`src/rtl/ecnfa_pkg.sv`:
```
// shared widths, command codes and register indexes of the ecn fraction alpha estimator
package ecnfa_pkg;

   localparam int SEQ_W  = 32;
   localparam int MSS_W  = 16;
   localparam int CMD_W  = 2;
   localparam int ALPHA_OUT_W = 11;
   localparam int GAIN_W = 4;

   localparam int CSR_INDEX_W = 2;
   localparam int CSR_DATA_W  = 11;

   // item commands
   localparam logic [CMD_W-1:0] CMD_ACK  = 2'd0;
   localparam logic [CMD_W-1:0] CMD_LOSS = 2'd1;
   localparam logic [CMD_W-1:0] CMD_INIT = 2'd2;

   // register indexes
   localparam logic [CSR_INDEX_W-1:0] CSR_GAIN_SHIFT    = 2'd0;
   localparam logic [CSR_INDEX_W-1:0] CSR_CLAMP_ON_LOSS = 2'd1;
   localparam logic [CSR_INDEX_W-1:0] CSR_INITIAL_ALPHA = 2'd2;

   // largest usable gain shift
   localparam logic [GAIN_W-1:0] GAIN_MAX = 4'd10;

   // fraction scale shift and threshold shift
   localparam int FRAC_SHIFT = 10;
   localparam int THR_SHIFT  = 11;

   // threshold floor
   localparam logic [63:0] THR_FLOOR = 64'd2;

   typedef logic [SEQ_W-1:0] seq_type;

endpackage

```
`src/rtl/ecnfa_req_if.sv`:
```
// input item channel of the ecn fraction alpha estimator
interface ecnfa_req_if;
   import ecnfa_pkg::*;

   logic                  valid;
   logic                  ready;
   logic [CMD_W-1:0]      cmd;
   seq_type               ack_point;
   seq_type               send_next;
   logic                  ece_flag;
   logic                  window_update_flag;
   logic [MSS_W-1:0]      segment_size;
   seq_type               cwnd;

   modport source (output valid, cmd, ack_point, send_next, ece_flag, window_update_flag,
                   segment_size, cwnd, input ready);
   modport sink   (input valid, cmd, ack_point, send_next, ece_flag, window_update_flag,
                   segment_size, cwnd, output ready);
endinterface

```
`src/rtl/ecnfa_rsp_if.sv`:
```
// result channel of the ecn fraction alpha estimator
interface ecnfa_rsp_if;
   import ecnfa_pkg::*;

   logic                    valid;
   logic                    ready;
   logic [ALPHA_OUT_W-1:0]  alpha;
   seq_type                 slow_start_threshold;
   logic                    round_closed;
   seq_type                 marked_bytes;
   seq_type                 total_bytes;

   modport source (output valid, alpha, slow_start_threshold, round_closed, marked_bytes,
                   total_bytes, input ready);
   modport sink   (input valid, alpha, slow_start_threshold, round_closed, marked_bytes,
                   total_bytes, output ready);
endinterface

```
`src/rtl/ecnfa_csr_if.sv`:
```
// register write channel of the ecn fraction alpha estimator
interface ecnfa_csr_if;
   import ecnfa_pkg::*;

   logic                    valid;
   logic                    ready;
   logic [CSR_INDEX_W-1:0]  index;
   logic [CSR_DATA_W-1:0]   data;

   modport source (output valid, index, data, input ready);
   modport sink   (input valid, index, data, output ready);
endinterface

```
`src/rtl/ecn_fraction_alpha_estimator.sv`:
```
// top level of the ecn fraction alpha estimator with its divider and sequencer
// steps: a loss, init or unused command runs EXEC, MUL, FIN; an ack that leaves the round
//   open runs EXEC, ADD, MUL, FIN; an ack that closes a round runs PREP, DIV, ALPHA after ADD
// a new item is taken only in IDLE, once the previous result is in the output register;
//   the 32-step restoring divider forming the marked fraction gives one quotient bit per cycle
// the block takes a new item while the previous result still waits in the output register
// reset (synchronous, active high): registers to defaults, alpha to ALPHA_MAX, counters
//   and marks to zero, result channel empty
module ecn_fraction_alpha_estimator #(
   parameter int ALPHA_MAX = 1024
) (
   input  logic                clock,
   input  logic                reset,
   ecnfa_req_if.sink           req,
   ecnfa_rsp_if.source         rsp,
   ecnfa_csr_if.sink           csr
);
   import ecnfa_pkg::*;

   localparam int AW = $clog2(ALPHA_MAX + 1);
   localparam int PW = SEQ_W + AW;
   localparam logic [AW-1:0]    AMAX_A  = AW'(ALPHA_MAX);
   localparam logic [SEQ_W-1:0] AMAX_32 = SEQ_W'(ALPHA_MAX);
   localparam int CNT_W = $clog2(SEQ_W);
   localparam logic [CNT_W-1:0] CNT_LAST = CNT_W'(SEQ_W - 1);

   // sequencer states
   localparam logic [2:0] S_IDLE  = 3'd0;
   localparam logic [2:0] S_EXEC  = 3'd1;
   localparam logic [2:0] S_ADD   = 3'd2;
   localparam logic [2:0] S_PREP  = 3'd3;
   localparam logic [2:0] S_DIV   = 3'd4;
   localparam logic [2:0] S_ALPHA = 3'd5;
   localparam logic [2:0] S_MUL   = 3'd6;
   localparam logic [2:0] S_FIN   = 3'd7;

   logic [2:0]              state_ff, state_in;
   logic [GAIN_W-1:0]       gain_ff, gain_in;
   logic                    clamp_ff, clamp_in;
   logic [CSR_DATA_W-1:0]   init_alpha_ff, init_alpha_in;
   logic [AW-1:0]           alpha_ff, alpha_in;
   seq_type                 marked_ff, marked_in;
   seq_type                 total_ff, total_in;
   seq_type                 last_ack_ff, last_ack_in;
   seq_type                 round_end_ff, round_end_in;
   logic                    rsp_valid_ff, rsp_valid_in;

   // captured item
   logic [CMD_W-1:0]        cmd_ff, cmd_in;
   seq_type                 ack_ff, ack_in;
   seq_type                 nxt_ff, nxt_in;
   logic                    ece_ff, ece_in;
   logic                    wu_ff, wu_in;
   logic [MSS_W-1:0]        mss_ff, mss_in;
   seq_type                 cwnd_ff, cwnd_in;

   // working registers
   seq_type                 bytes_ff, bytes_in;
   logic                    closed_ff, closed_in;
   logic [AW-1:0]           keep_ff, keep_in;
   seq_type                 rem_ff, rem_in;
   seq_type                 quo_ff, quo_in;
   seq_type                 dvs_ff, dvs_in;
   logic [CNT_W-1:0]        cnt_ff, cnt_in;
   logic [PW-1:0]           prod_ff, prod_in;

   // result register
   logic [ALPHA_OUT_W-1:0]  out_alpha_ff, out_alpha_in;
   seq_type                 out_thr_ff, out_thr_in;
   logic                    out_closed_ff, out_closed_in;
   seq_type                 out_marked_ff, out_marked_in;
   seq_type                 out_total_ff, out_total_in;

   logic [GAIN_W-1:0]       gain_sat;
   seq_type                 ack_diff;
   seq_type                 mark_diff;
   seq_type                 numerator;
   logic [SEQ_W:0]          div_shifted;
   logic [SEQ_W+1:0]        div_trial;
   logic                    div_ge;
   seq_type                 alpha_sum;
   logic [63:0]             thr_diff;
   seq_type                 thr_value;
   logic [AW+ALPHA_OUT_W-1:0] alpha_ext;
   logic                    out_free;

   // saturated gain and the shared datapath pieces
   assign gain_sat    = (gain_ff > GAIN_MAX) ? GAIN_MAX : gain_ff;
   assign ack_diff    = ack_ff - last_ack_ff;
   assign mark_diff   = ack_ff - round_end_ff;
   assign numerator   = marked_ff << (GAIN_MAX - gain_sat);
   assign div_shifted = {rem_ff, quo_ff[SEQ_W-1]};
   assign div_trial   = {1'b0, div_shifted} - {2'b00, dvs_ff};
   assign div_ge      = !div_trial[SEQ_W+1];
   assign alpha_sum   = SEQ_W'(keep_ff) + quo_ff;
   assign thr_diff    = {32'd0, cwnd_ff} - 64'(prod_ff >> THR_SHIFT);
   assign thr_value   = (thr_diff < THR_FLOOR) ? SEQ_W'(THR_FLOOR) : thr_diff[SEQ_W-1:0];
   assign alpha_ext   = {{ALPHA_OUT_W{1'b0}}, alpha_ff};
   assign out_free    = !rsp_valid_ff || rsp.ready;

   assign req.ready = (state_ff == S_IDLE);
   assign csr.ready = 1'b1;

   assign rsp.valid                = rsp_valid_ff;
   assign rsp.alpha                = out_alpha_ff;
   assign rsp.slow_start_threshold = out_thr_ff;
   assign rsp.round_closed         = out_closed_ff;
   assign rsp.marked_bytes         = out_marked_ff;
   assign rsp.total_bytes          = out_total_ff;

   // sequencer and next values
   always_comb begin
      state_in      = state_ff;
      gain_in       = gain_ff;
      clamp_in      = clamp_ff;
      init_alpha_in = init_alpha_ff;
      alpha_in      = alpha_ff;
      marked_in     = marked_ff;
      total_in      = total_ff;
      last_ack_in   = last_ack_ff;
      round_end_in  = round_end_ff;
      rsp_valid_in  = rsp_valid_ff;
      cmd_in        = cmd_ff;
      ack_in        = ack_ff;
      nxt_in        = nxt_ff;
      ece_in        = ece_ff;
      wu_in         = wu_ff;
      mss_in        = mss_ff;
      cwnd_in       = cwnd_ff;
      bytes_in      = bytes_ff;
      closed_in     = closed_ff;
      keep_in       = keep_ff;
      rem_in        = rem_ff;
      quo_in        = quo_ff;
      dvs_in        = dvs_ff;
      cnt_in        = cnt_ff;
      prod_in       = prod_ff;
      out_alpha_in  = out_alpha_ff;
      out_thr_in    = out_thr_ff;
      out_closed_in = out_closed_ff;
      out_marked_in = out_marked_ff;
      out_total_in  = out_total_ff;

      // register writes
      if (csr.valid) begin
         unique case (csr.index)
            CSR_GAIN_SHIFT:    gain_in       = csr.data[GAIN_W-1:0];
            CSR_CLAMP_ON_LOSS: clamp_in      = csr.data[0];
            CSR_INITIAL_ALPHA: init_alpha_in = csr.data;
            default: ;
         endcase
      end

      // result taken downstream
      if (rsp_valid_ff && rsp.ready) begin
         rsp_valid_in = 1'b0;
      end

      unique case (state_ff)
         S_IDLE: begin
            if (req.valid) begin
               cmd_in    = req.cmd;
               ack_in    = req.ack_point;
               nxt_in    = req.send_next;
               ece_in    = req.ece_flag;
               wu_in     = req.window_update_flag;
               mss_in    = req.segment_size;
               cwnd_in   = req.cwnd;
               closed_in = 1'b0;
               state_in  = S_EXEC;
            end
         end
         S_EXEC: begin
            state_in = S_MUL;
            case (cmd_ff)
               CMD_ACK: begin
                  bytes_in = (ack_diff == '0 && !wu_ff) ? SEQ_W'(mss_ff) : ack_diff;
                  state_in = S_ADD;
               end
               CMD_LOSS: begin
                  if (clamp_ff) begin
                     alpha_in = AMAX_A;
                  end
               end
               CMD_INIT: begin
                  last_ack_in  = ack_ff;
                  alpha_in     = (SEQ_W'(init_alpha_ff) > AMAX_32) ? AMAX_A
                                                                    : AW'(init_alpha_ff);
                  round_end_in = nxt_ff;
                  marked_in    = '0;
                  total_in     = '0;
               end
               default: ;
            endcase
         end
         // count the acked bytes and check the round end mark
         S_ADD: begin
            if (bytes_ff != '0) begin
               total_in    = total_ff + bytes_ff;
               last_ack_in = ack_ff;
               if (ece_ff) begin
                  marked_in = marked_ff + bytes_ff;
               end
            end
            closed_in = !mark_diff[SEQ_W-1];
            keep_in   = alpha_ff - (alpha_ff >> gain_sat);
            state_in  = mark_diff[SEQ_W-1] ? S_MUL : S_PREP;
         end
         // load the divider with the scaled marked count over the total
         S_PREP: begin
            rem_in   = '0;
            quo_in   = numerator;
            dvs_in   = (total_ff == '0) ? SEQ_W'(1) : total_ff;
            cnt_in   = CNT_LAST;
            state_in = S_DIV;
         end
         // one quotient bit per cycle
         S_DIV: begin
            rem_in = div_ge ? div_trial[SEQ_W-1:0] : div_shifted[SEQ_W-1:0];
            quo_in = {quo_ff[SEQ_W-2:0], div_ge};
            cnt_in = cnt_ff - CNT_W'(1);
            if (cnt_ff == '0) begin
               state_in = S_ALPHA;
            end
         end
         // ewma step, clamp, new round
         S_ALPHA: begin
            alpha_in     = (alpha_sum > AMAX_32) ? AMAX_A : AW'(alpha_sum);
            round_end_in = nxt_ff;
            marked_in    = '0;
            total_in     = '0;
            state_in     = S_MUL;
         end
         S_MUL: begin
            prod_in  = PW'(cwnd_ff) * PW'(alpha_ff);
            state_in = S_FIN;
         end
         // hand the result to the output register once it is free
         S_FIN: begin
            if (out_free) begin
               out_alpha_in  = alpha_ext[ALPHA_OUT_W-1:0];
               out_thr_in    = thr_value;
               out_closed_in = closed_ff;
               out_marked_in = marked_ff;
               out_total_in  = total_ff;
               rsp_valid_in  = 1'b1;
               state_in      = S_IDLE;
            end
         end
         default: state_in = S_IDLE;
      endcase
   end

   // control and estimator state
   always_ff @(posedge clock) begin
      if (reset) begin
         state_ff      <= S_IDLE;
         gain_ff       <= 4'd4;
         clamp_ff      <= 1'b0;
         init_alpha_ff <= 11'd1024;
         alpha_ff      <= AMAX_A;
         marked_ff     <= '0;
         total_ff      <= '0;
         last_ack_ff   <= '0;
         round_end_ff  <= '0;
         rsp_valid_ff  <= 1'b0;
      end else begin
         state_ff      <= state_in;
         gain_ff       <= gain_in;
         clamp_ff      <= clamp_in;
         init_alpha_ff <= init_alpha_in;
         alpha_ff      <= alpha_in;
         marked_ff     <= marked_in;
         total_ff      <= total_in;
         last_ack_ff   <= last_ack_in;
         round_end_ff  <= round_end_in;
         rsp_valid_ff  <= rsp_valid_in;
      end
   end

   // payload and working registers
   always_ff @(posedge clock) begin
      cmd_ff        <= cmd_in;
      ack_ff        <= ack_in;
      nxt_ff        <= nxt_in;
      ece_ff        <= ece_in;
      wu_ff         <= wu_in;
      mss_ff        <= mss_in;
      cwnd_ff       <= cwnd_in;
      bytes_ff      <= bytes_in;
      closed_ff     <= closed_in;
      keep_ff       <= keep_in;
      rem_ff        <= rem_in;
      quo_ff        <= quo_in;
      dvs_ff        <= dvs_in;
      cnt_ff        <= cnt_in;
      prod_ff       <= prod_in;
      out_alpha_ff  <= out_alpha_in;
      out_thr_ff    <= out_thr_in;
      out_closed_ff <= out_closed_in;
      out_marked_ff <= out_marked_in;
      out_total_ff  <= out_total_in;
   end

endmodule
```
`src/flat_wrapper.sv`:
```
// flat-port wrapper written by rule: the top's interface ports become plain ports
module ecn_fraction_alpha_estimator_flat import ecnfa_pkg::*;
#(
   parameter int ALPHA_MAX = 1024
)
  (clock, reset, req_valid, req_cmd, req_ack_point, req_send_next, req_ece_flag, req_window_update_flag, req_segment_size, req_cwnd, req_ready, rsp_valid, rsp_alpha, rsp_slow_start_threshold, rsp_round_closed, rsp_marked_bytes, rsp_total_bytes, rsp_ready, csr_valid, csr_index, csr_data, csr_ready);
  ecnfa_req_if req_i ();
  ecnfa_rsp_if rsp_i ();
  ecnfa_csr_if csr_i ();
  input  logic clock;
  input  logic reset;
  input wire logic [$bits(req_i.valid)-1:0] req_valid;
  input wire logic [$bits(req_i.cmd)-1:0] req_cmd;
  input wire logic [$bits(req_i.ack_point)-1:0] req_ack_point;
  input wire logic [$bits(req_i.send_next)-1:0] req_send_next;
  input wire logic [$bits(req_i.ece_flag)-1:0] req_ece_flag;
  input wire logic [$bits(req_i.window_update_flag)-1:0] req_window_update_flag;
  input wire logic [$bits(req_i.segment_size)-1:0] req_segment_size;
  input wire logic [$bits(req_i.cwnd)-1:0] req_cwnd;
  output wire logic [$bits(req_i.ready)-1:0] req_ready;
  output wire logic [$bits(rsp_i.valid)-1:0] rsp_valid;
  output wire logic [$bits(rsp_i.alpha)-1:0] rsp_alpha;
  output wire logic [$bits(rsp_i.slow_start_threshold)-1:0] rsp_slow_start_threshold;
  output wire logic [$bits(rsp_i.round_closed)-1:0] rsp_round_closed;
  output wire logic [$bits(rsp_i.marked_bytes)-1:0] rsp_marked_bytes;
  output wire logic [$bits(rsp_i.total_bytes)-1:0] rsp_total_bytes;
  input wire logic [$bits(rsp_i.ready)-1:0] rsp_ready;
  input wire logic [$bits(csr_i.valid)-1:0] csr_valid;
  input wire logic [$bits(csr_i.index)-1:0] csr_index;
  input wire logic [$bits(csr_i.data)-1:0] csr_data;
  output wire logic [$bits(csr_i.ready)-1:0] csr_ready;
  assign req_i.valid = req_valid;
  assign req_i.cmd = req_cmd;
  assign req_i.ack_point = req_ack_point;
  assign req_i.send_next = req_send_next;
  assign req_i.ece_flag = req_ece_flag;
  assign req_i.window_update_flag = req_window_update_flag;
  assign req_i.segment_size = req_segment_size;
  assign req_i.cwnd = req_cwnd;
  assign req_ready = req_i.ready;
  assign rsp_valid = rsp_i.valid;
  assign rsp_alpha = rsp_i.alpha;
  assign rsp_slow_start_threshold = rsp_i.slow_start_threshold;
  assign rsp_round_closed = rsp_i.round_closed;
  assign rsp_marked_bytes = rsp_i.marked_bytes;
  assign rsp_total_bytes = rsp_i.total_bytes;
  assign rsp_i.ready = rsp_ready;
  assign csr_i.valid = csr_valid;
  assign csr_i.index = csr_index;
  assign csr_i.data = csr_data;
  assign csr_ready = csr_i.ready;
  ecn_fraction_alpha_estimator #(.ALPHA_MAX(ALPHA_MAX)) u_core (.clock(clock), .reset(reset), .req(req_i), .rsp(rsp_i), .csr(csr_i));
endmodule
```
`config.mk`:
```
export PLATFORM = sky130hd
export DESIGN_NAME = ecn_fraction_alpha_estimator_flat
export DESIGN_NICKNAME = d
export VERILOG_FILES = /design/src/rtl/ecnfa_pkg.sv /design/src/rtl/ecnfa_req_if.sv /design/src/rtl/ecnfa_rsp_if.sv /design/src/rtl/ecnfa_csr_if.sv /design/src/rtl/ecn_fraction_alpha_estimator.sv /design/src/flat_wrapper.sv
export SDC_FILE = /design/constraint.sdc
export NUM_CORES = 2
export LEC_CHECK = 0
export BUFFER_PORTS_ARGS = -buffer_cell sky130_fd_sc_hd__buf_4
export CAP_MARGIN = 20
export CORE_UTILIZATION = 33
export DETAILED_ROUTE_END_ITERATION = 10
export GPL_TIMING_DRIVEN = 0
export PLACE_DENSITY = 0.44
export SLEW_MARGIN = 5
export SYNTH_ARGS = -nofsm -noshare
export SYNTH_HDL_FRONTEND = slang
export SYNTH_SLANG_ARGS = --single-unit
```
`constraint.sdc`:
```
create_clock -name clock -period 9.4 [get_ports clock]
set_clock_uncertainty 0.2 [all_clocks]
set_input_delay 0.94 -clock clock [delete_from_list [all_inputs] [get_ports clock]]
set_output_delay 0.94 -clock clock [all_outputs]
set_load 0.005 [all_outputs]
```
==> results.cfg <==
[outcome]
status = finished clean

[critical_path]
max_stage_delay_ps = 1050
cp-start-kind = register
path_cells = clkbuf_1, clkbuf_1, nand2_1, fa_1, inv_1, fa_1, fa_1, fa_1, inv_1, fa_1, inv_1, ha_1, a21oi_1, nor2b_1, o21ai_0, a21oi_1, a2111oi_1, a211o_1, o31a_1, a2111oi_0, a211o_1, a211oi_1, xnor2_1
cp_slowest_cell = a2111oi_1
cp_common_cell = fa_1
cp_max_fo = 10
critPathKind = reg -> reg
endpoint_kind = register
required_ps = 9620
arrival_ps = 8800

[timing]
hold_violations = 0
finalSetupTns_ps = 0
finalSetupViolCount = 0
slew_violations = 0
hold_ws_ps = 230
rsz0062_at_grt = false
worstMarginPinSlew_ps = 1180
maxSlewHeadroom = 0.212
max_freq_mhz = 117
post-route-period-util = 0.913
min_period_ps = 8580

[yosys]
synth_nets = 4931
syn-cell-area_mm2 = 0.0411
avgSynthCellArea_um2 = 9.70
ys_types = 92
synth-warning-count = 0
ys_seq_area_frac = 0.371
synth_area_leader_cell = edfxtp_1
yosys-top-cells-area = edfxtp_1 29%, fa_1 13%, ha_1 8.8%, dfxtp_1 7.7%, nand2_1 5.1%
synth_seq_cells = 560
synth_most_common_cell = nand2_1
synth_top_area_share = 0.293
synth_ff_type = edfxtp_1
synth-async-reset-ratio = 0
netlist_top_cells_count = 553 x nand2_1, 473 x inv_1, 401 x edfxtp_1, 290 x a21oi_1, 288 x ha_1
synthCells = 4234
synth_edf_count = 401

[clocking]
cts_root_buffer = clkbuf_16
cts_resized = 0
cts.sinks = 560
cts_tree = yes
clk_transition_reported_paths_ps = 60
clock_latency_ps = 690
clk_path_buf_depth = 3
h-tree-depth = 3
cts_made_buffers = 73
ctsHoldBuffers = 0
cts_setup_buffers = 0

[die]
num_rows = 129
start_util = 0.332
core_mm2 = 0.124
chipHeight_um = 355
dieArea_mm2 = 0.126
num_io_pins = 245
die_w_um = 355

[global_routing]
gr-usage-met3 = 0.0283
antenna_found_initial = 4
grt-busiest-layer = met2
grt_pass1_wl_um = 197000
use_met1 = 0.287
track_usage = 0.206
first_global_vias = 31500
grt_max_degree = 35
overflow = 0
grt.met2_usage = 0.332

[detailed_routing]
drtIter0Drc = 1714
via_per_inst = 4.96
wire_per_inst_um = 20.6
dr.pass1.iters = 5
via_count = 31100
wl_um = 129000
ant_nets = 0
route.detailed.drc = 0

[flow_run]
drv_cap = 0

[place]
io_buffers = 243
dpl.hpwl_um = 101000
gp_congestion = 0.881

[final_layout]
fillers = 12700
multiInputGateArea_mm2 = 0.0233
fin_util = 0.386
syn_to_final_growth_pct = 16.3
final_layout_size_suffix_gt1_frac = 0.0973
antenna_cells = 0
seqCellArea_mm2 = 0.0152
final_net_count = 5270

[pwr]
vdd_drop_max_v = 0.000131
total_leakage_power_nw = 19.9
powerDensity_mw_per_mm2 = 167

[hold_path]
hold_class = reg -> reg
[metal layers]
layer  vias to the layer above  routed length (um)
li1                      15200                   -
met1                     15100               61100
met2                       651               58900
met3                       147                5810
met4                         0                3090
met5                         -                   0
[area by class of cell]
cell class | instances | area share
inverters | 476 | 0.0374
clock inverters | 38 | 0.00804
plain buffers | 203 | 0.0162
well taps | 1637 | 0.0429
multi-input cells | 2995 | 0.489
repair buffers | 264 | 0.0454
clock buffers | 97 | 0.0429
flip-flops and latches | 560 | 0.319
[final timing paths]
| check | from | endpoint | slack, ps | depth (start not counted) |
|---|---|---|---|---|
| max | u_core.alpha_ff[7] | u_core.prod_ff[37] | 820 | 23 |
| min | u_core.closed_ff | u_core.rsp.round_closed | 230 | 0 |
| max reg2reg | u_core.alpha_ff[7] | u_core.prod_ff[37] | 820 | 23 |
| min reg2reg | u_core.closed_ff | u_core.rsp.round_closed | 230 | 0 |
[kinds of logic (layout without fill, tap and decap cells)]
| group | after synthesis | after routing | share of synthesized area |
|---|---|---|---|
| simple gates | 1277 | 1277 | 0.145 |
| compound gates | 864 | 864 | 0.134 |
| buf+inv | 679 | 1078 | 0.0623 |
| fa+ha+maj | 563 | 563 | 0.222 |
| flops | 560 | 560 | 0.371 |
| xor+xnor | 175 | 175 | 0.0373 |
| mux | 115 | 115 | 0.0287 |
| other cells | 1 | 1 | 0.0000913 |
[layout by cell type, fill, tap and decap left out, drive strengths merged, types with 30 or more instances in the layout]
master  synthesis  layout
o21a           30      30
fa            275     275
clkbuf        196     293
o21bai         32      32
nand2         553     553
ha            288     288
xor2           56      56
o21ai         166     166
inv           474     482
a21o          106     106
buf             7     271
nand3          62      62
xnor2         119     119
edfxtp        401     401
a31oi          38      38
mux2i         103     103
nor3           52      52
a21oi         291     291
and2          163     163
nand4          31      31
nor2          239     239
dfxtp         159     159
a211oi         31      31
nor2b          30      30
[critical path, delay by kind of cell (launching register included)]
family	cells	cell delay (ps)
xor gates and xnor gates	1	110
buffers and inverters	5	1400
adders and majority gates	6	2960
DFF	1	420
and+or+nand+nor	2	230
AOI/OAI and AO/OA	9	2970
[through the flow]
| step | total power, mW | worst slack [ps] | instances | cell area [um2] |
|---|---|---|---|---|
| 5_1_grt | 8.45 | 673 | 6270 | 47800 |
| 6_report | 8.00 | 817 | 6270 | 47800 |
| 3_3_place_gp | 5.21 | -702 | 6114 | 45000 |
| 3_5_place_dp | 5.20 | 962 | 6133 | 45300 |
| 4_1_cts | 8.12 | 944 | 6268 | 47800 |
| 2_1_floorplan | 4.49 | 2970 | 4234 | 41100 |
[sequential cells by signal, summed over array words and instances, names as in the netlist, 5 cells and up]
| name | count |
|---|---|
| u_core.ack_ff | 32 |
| u_core.bytes_ff | 32 |
| u_core.cwnd_ff | 32 |
| u_core.dvs_ff | 32 |
| u_core.last_ack_ff | 32 |
| u_core.marked_ff | 32 |
| u_core.nxt_ff | 32 |
| u_core.prod_ff | 32 |
| u_core.quo_ff | 32 |
| u_core.rem_ff | 32 |
| u_core.round_end_ff | 32 |
| u_core.rsp.marked_bytes | 32 |
| u_core.rsp.slow_start_threshold | 32 |
| u_core.rsp.total_bytes | 32 |
| u_core.total_ff | 32 |
| u_core.mss_ff | 16 |
| u_core.alpha_ff | 11 |
| u_core.init_alpha_ff | 11 |
| u_core.keep_ff | 11 |
| u_core.rsp.alpha | 11 |
| u_core.cnt_ff | 5 |
[where the power goes]
| group | internal, mW | switching [mW] | total, mW |
|---|---|---|---|
| registers | 2.93 | 0.194 | 3.12 |
| logic | 0.763 | 1.26 | 2.02 |
| clock network | 1.66 | 1.19 | 2.85 |
| total | 5.35 | 2.64 | 8.00 |
Note: power is estimated with default switching activity, not from simulation.
